**src/rtl/brbt_pkg.sv**
```systemverilog
// shared types and constants for the buffer registry with byte total
// no dependencies; used by brbt_ctrl, brbt_dp and the top level in rtl/
`default_nettype none

package brbt_pkg;

    localparam int DEFAULT_TABLE_ENTRIES = 256;
    localparam int ADDR_W                = 64;
    localparam int SIZE_W                = 64;
    localparam int TOTAL_W               = 64;
    localparam int STATUS_W              = 3;
    localparam int COUNT_OUT_W           = 9;

    typedef enum logic {
        OP_REGISTER   = 1'b0,
        OP_UNREGISTER = 1'b1
    } t_op;

    typedef enum logic [STATUS_W-1:0] {
        ST_ADDED     = 3'd0,
        ST_REJECTED  = 3'd1,
        ST_DUPLICATE = 3'd2,
        ST_FULL      = 3'd3,
        ST_REMOVED   = 3'd4,
        ST_NOTFOUND  = 3'd5
    } t_status;

    typedef enum logic [2:0] {
        S_IDLE,
        S_CHECK,
        S_SEARCH,
        S_FETCH_LAST,
        S_MOVE_LAST,
        S_DONE
    } t_state;

    typedef struct packed {
        logic    latch_req;
        logic    search_start;
        logic    search_run;
        logic    append;
        logic    fetch_last;
        logic    move_last;
        logic    set_status;
        t_status status_code;
        logic    load_out;
    } t_dp_cmd;

    typedef struct packed {
        logic bad_req;
        logic hit;
        logic miss;
        logic full;
        logic is_unreg;
        logic out_free;
    } t_dp_stat;

endpackage

`default_nettype wire

```
**src/rtl/brbt_ctrl.sv**
```systemverilog
// request sequencer: check, linear search, append or swap-remove, result
// depends on brbt_pkg
`default_nettype none

module brbt_ctrl (
    input  wire logic              i_clk,
    input  wire logic              i_rst_n,
    input  wire logic              i_in_valid,
    output logic                   o_in_ready,
    input  wire brbt_pkg::t_dp_stat i_stat,
    output brbt_pkg::t_dp_cmd      o_cmd
);

    brbt_pkg::t_state r_state;
    brbt_pkg::t_state n_state;

    always_ff @(posedge i_clk) begin
        if (!i_rst_n) begin
            r_state <= brbt_pkg::S_IDLE;
        end else begin
            r_state <= n_state;
        end
    end

    always_comb begin
        n_state = r_state;
        unique case (r_state)
            brbt_pkg::S_IDLE: begin
                if (i_in_valid) n_state = brbt_pkg::S_CHECK;
            end
            brbt_pkg::S_CHECK: begin
                n_state = i_stat.bad_req ? brbt_pkg::S_DONE : brbt_pkg::S_SEARCH;
            end
            brbt_pkg::S_SEARCH: begin
                if (i_stat.hit) begin
                    n_state = i_stat.is_unreg ? brbt_pkg::S_FETCH_LAST : brbt_pkg::S_DONE;
                end else if (i_stat.miss) begin
                    n_state = brbt_pkg::S_DONE;
                end
            end
            brbt_pkg::S_FETCH_LAST: n_state = brbt_pkg::S_MOVE_LAST;
            brbt_pkg::S_MOVE_LAST:  n_state = brbt_pkg::S_DONE;
            brbt_pkg::S_DONE: begin
                if (i_stat.out_free) n_state = brbt_pkg::S_IDLE;
            end
            default: n_state = brbt_pkg::S_IDLE;
        endcase
    end

    always_comb begin
        o_cmd       = '0;
        o_in_ready  = 1'b0;
        unique case (r_state)
            brbt_pkg::S_IDLE: begin
                o_in_ready      = 1'b1;
                o_cmd.latch_req = i_in_valid;
            end
            brbt_pkg::S_CHECK: begin
                if (i_stat.bad_req) begin
                    o_cmd.set_status  = 1'b1;
                    o_cmd.status_code = brbt_pkg::ST_REJECTED;
                end else begin
                    o_cmd.search_start = 1'b1;
                end
            end
            brbt_pkg::S_SEARCH: begin
                o_cmd.search_run = 1'b1;
                if (i_stat.hit) begin
                    if (!i_stat.is_unreg) begin
                        o_cmd.set_status  = 1'b1;
                        o_cmd.status_code = brbt_pkg::ST_DUPLICATE;
                    end
                end else if (i_stat.miss) begin
                    o_cmd.set_status = 1'b1;
                    if (i_stat.is_unreg) begin
                        o_cmd.status_code = brbt_pkg::ST_NOTFOUND;
                    end else if (i_stat.full) begin
                        o_cmd.status_code = brbt_pkg::ST_FULL;
                    end else begin
                        o_cmd.append      = 1'b1;
                        o_cmd.status_code = brbt_pkg::ST_ADDED;
                    end
                end
            end
            brbt_pkg::S_FETCH_LAST: begin
                o_cmd.fetch_last = 1'b1;
            end
            brbt_pkg::S_MOVE_LAST: begin
                o_cmd.move_last   = 1'b1;
                o_cmd.set_status  = 1'b1;
                o_cmd.status_code = brbt_pkg::ST_REMOVED;
            end
            brbt_pkg::S_DONE: begin
                o_cmd.load_out = i_stat.out_free;
            end
            default: begin
                o_cmd = '0;
            end
        endcase
    end

endmodule

`default_nettype wire

```
**config.mk**
```make
export PLATFORM = sky130hd
export DESIGN_NAME = brbt_ctrl
export DESIGN_NICKNAME = d
export VERILOG_FILES = /design/src/rtl/brbt_pkg.sv /design/src/rtl/brbt_ctrl.sv
export SDC_FILE = /design/constraint.sdc
export NUM_CORES = 1
export LEC_CHECK = 0
export ABC_AREA = 0
export BUFFER_PORTS_ARGS = -buffer_cell sky130_fd_sc_hd__buf_2
export CAP_MARGIN = 20
export CORE_AREA = 10 10 47 49
export DETAILED_ROUTE_END_ITERATION = 10
export DIE_AREA = 0 0 57 59
export HOLD_SLACK_MARGIN = 0.03
export PLACE_DENSITY = 0.59
export SETUP_SLACK_MARGIN = 0.15
export SKIP_LAST_GASP = 1
export SYNTH_ARGS = -nofsm -noshare
export SYNTH_HDL_FRONTEND = slang
export SYNTH_SLANG_ARGS = --single-unit
```
**constraint.sdc**
```tcl
create_clock -name i_clk -period 1.3 [get_ports i_clk]
set_clock_uncertainty 0.2 [all_clocks]
set_input_delay 0.13 -clock i_clk [delete_from_list [all_inputs] [get_ports i_clk]]
set_output_delay 0.13 -clock i_clk [all_outputs]
set_load 0.03 [all_outputs]
```
==> run metrics <==
worst slew pin tran slightly below 0.3 ns; area of the core 1400 sq um; max reg flops 3; htree depth 1; Final ANT Viol Nets 0; XOR/XNOR Fraction of Synth Area 0%; critical path type flop to primary output; root buf cell clkbuf_4; warnings from Yosys 0; Synth Area in Compound Gates 29.0%; gr ovfl total 0; Mapped Cells 50; Rel. slew slack 80.5%; synth unique cells 24; Leak 0.392 nW; # nets final roughly 100; unrepaired setup endpoints after global routing yes; reg-to-reg critical path endpoint r_state[2]; Final Non-Filler Cells 108; WP depth 4; outcome finished with violations; most frequent cells in the layout buf_6, buf_4, buf_2; post-DR vias/cell about 4.6; Worst Setup Slack, final -0.513 ns; highest-delay cell along the critical path or3b_4; syn_area_per_cell 6.56 sq um; initial antenna violation count 0; placed insts between 90 and 100; Ports 21; GRT Resource Usage Total under 10%; CTS Buffer Depth 2; simple-gate share of the synthesized area 46.2%; Hold Vio Cnt, Final 0; Iter 0 DRT Violations 3; Largest Register r_state; Adder-Cell Fraction of Synth Area 0%; failing checks negative setup slack; Mapped Area 328 sq um; gpl congestion 0.726; Top Registers r_state x3; ANT cells 0; Vert. Die Dim about 59 microns; Clock Latency Late Sink 0.23 ns; CTS tree yes; Yosys top cell area share 18.3%; Hold Crit Class input pin to flop; crit-path leading delay family simple AND/OR/NAND/NOR gates; fmax 0.551 GHz; Initial Util 23.4%; synthesized flop and latch total 3; Fill cells 121; post-layout util between 60% and 70%; Setup crit start kind flop; wire length of the first global-routing pass 1.95 mm; CTS Buf Count 3; DIE AREA ~3400 sq um; drt total wl 1.58 mm; Worst R2R Start r_state[0]; largest net degree at the start of global routing 14; fin crit share 139%; IO buf count 20; CP arrival between 1 and 1.5 ns; top cells by area, synth dfxtp_1, a21oi_1, nor2_1, and2_1, nand2b_1; DR vias 497; most common cell after layout, fill and taps aside buf_6; DR DRC count 0; area grow syn2layout 168%; total chip power 757 uW; share of post-route cells with drive strength above 1 75.0%; DPL Wire Length around 930 microns; WP data required 0.97 ns; net count after synthesis roughly 60; Pre-antenna DRT Iters 2; register area share after synthesis 18.3%; R2R setup slack -0.04 ns; Final Setup Violations 14; Die X 57 microns; reg2reg path depth 4; Worst Setup SP r_state[0]; clock sinks 3; Avg WL per Cell 14.6 microns; Crit Path Max Fanout 3; vias in the first global route 425; Cell Rows 14; multiplexer share of the synthesized area 0%; main combinational cell family by area after synthesis simple AND/OR/NAND/NOR gates; Final min period 1.81 ns; crit end category primary output; setup_tns -3.93 ns; largest stage delay on the critical path 0.39 ns; VDD IR max 530 uV; Worst Path Buf+Inv 1; dominant cell type by area after synthesis dfxtp_1; number of max-cap violations 0; PD cells 863 nW/um^2; Max Slew Vio Count 0; CP Capture Point o_cmd[1]; Clock transition at path regs around 0.040 ns; crit path cell chain or3b_4 -> or2_4 -> o21ai_4 -> buf_6
per-stage QoR:
stage	hold slack [ns]	setup slack, ns	instance area [sq um]
after floorplan	0.0779	-0.366	415
after global placement	0.209	-0.351	601
after detailed placement	0.208	-0.361	601
after CTS	-0.0113	-0.531	722
after global routing	0.0533	-0.577	877
final	0.0400	-0.513	877
power breakdown:
part	switching (mW)	internal (mW)
logic	0.238	0.246
clock network	0.0455	0.115
registers	0.00802	0.105
final cells by class:
class / count / area [sq um] / share of cell area, %
clock buffers: 4 / 26.3 / 3.00
inverters: 2 / 7.51 / 0.856
multi-input cells: 42 / 390 / 44.5
flip-flops and latches: 3 / 63.8 / 7.28
well taps: 16 / 20.0 / 2.28
repair buffers: 41 / 369 / 42.1
cells by family after synthesis:
family / Yosys count
buffers and inverters: 5
and+or+nand+nor: 27
DFF: 3
AOI/OAI and AO/OA: 15
worst reg2reg max path, stage by stage (launching register included):
cell,delay (ns)
dfxtp_2,0.32
or3b_4,0.39
buf_4,0.17
nor2_4,0.10
a211oi_2,0.04
cells in the mapped netlist, drive strengths merged:
| cell type | n |
|---|---|
| a211o | 1 |
| nand2b | 3 |
| nand2 | 4 |
| or3b | 1 |
| a32oi | 1 |
| nor2b | 2 |
| buf | 2 |
| a2bb2oi | 1 |
| clkbuf | 1 |
| o21bai | 1 |
| and2 | 3 |
| inv | 2 |
| dfxtp | 3 |
| o21ai | 3 |
| a211oi | 1 |
| nor2 | 6 |
| o41ai | 1 |
| nor3b | 2 |
| nor3 | 4 |
| a21oi | 6 |
| or2 | 2 |
worst min-delay path by stage:
stage	end	slack [ns]	start	cells after the start
after floorplan	r_state[0]	0.08	i_rst_n	2
after global placement	r_state[1]	0.21	i_rst_n	2
after detailed placement	r_state[1]	0.21	i_rst_n	2
after CTS	r_state[0]	-0.01	i_in_valid	3
after global routing	r_state[0]	0.05	i_in_valid	3
final	r_state[0]	0.04	i_in_valid	3
repair_timing:
action | in CTS | in global routing
pin swaps | 3 | 9
setup endpoints to repair | 15 | 15
buffers inserted | 0 | 9
hold endpoints to repair | 3 | 0
resized for setup | 26 | 24
hold buffers | 1 | 0
layer usage:
metal	part of all wire, %	track usage (%)	vias to the layer above	wire length [microns]
met3	3.9	2.15	2	61
met1	40	7.66	225	629
li1	-	-	261	-
met4	1.1	7.05	0	17
met5	0	0	-	0
met2	55	11.0	9	870
Note: power is estimated with default switching activity, not from simulation.
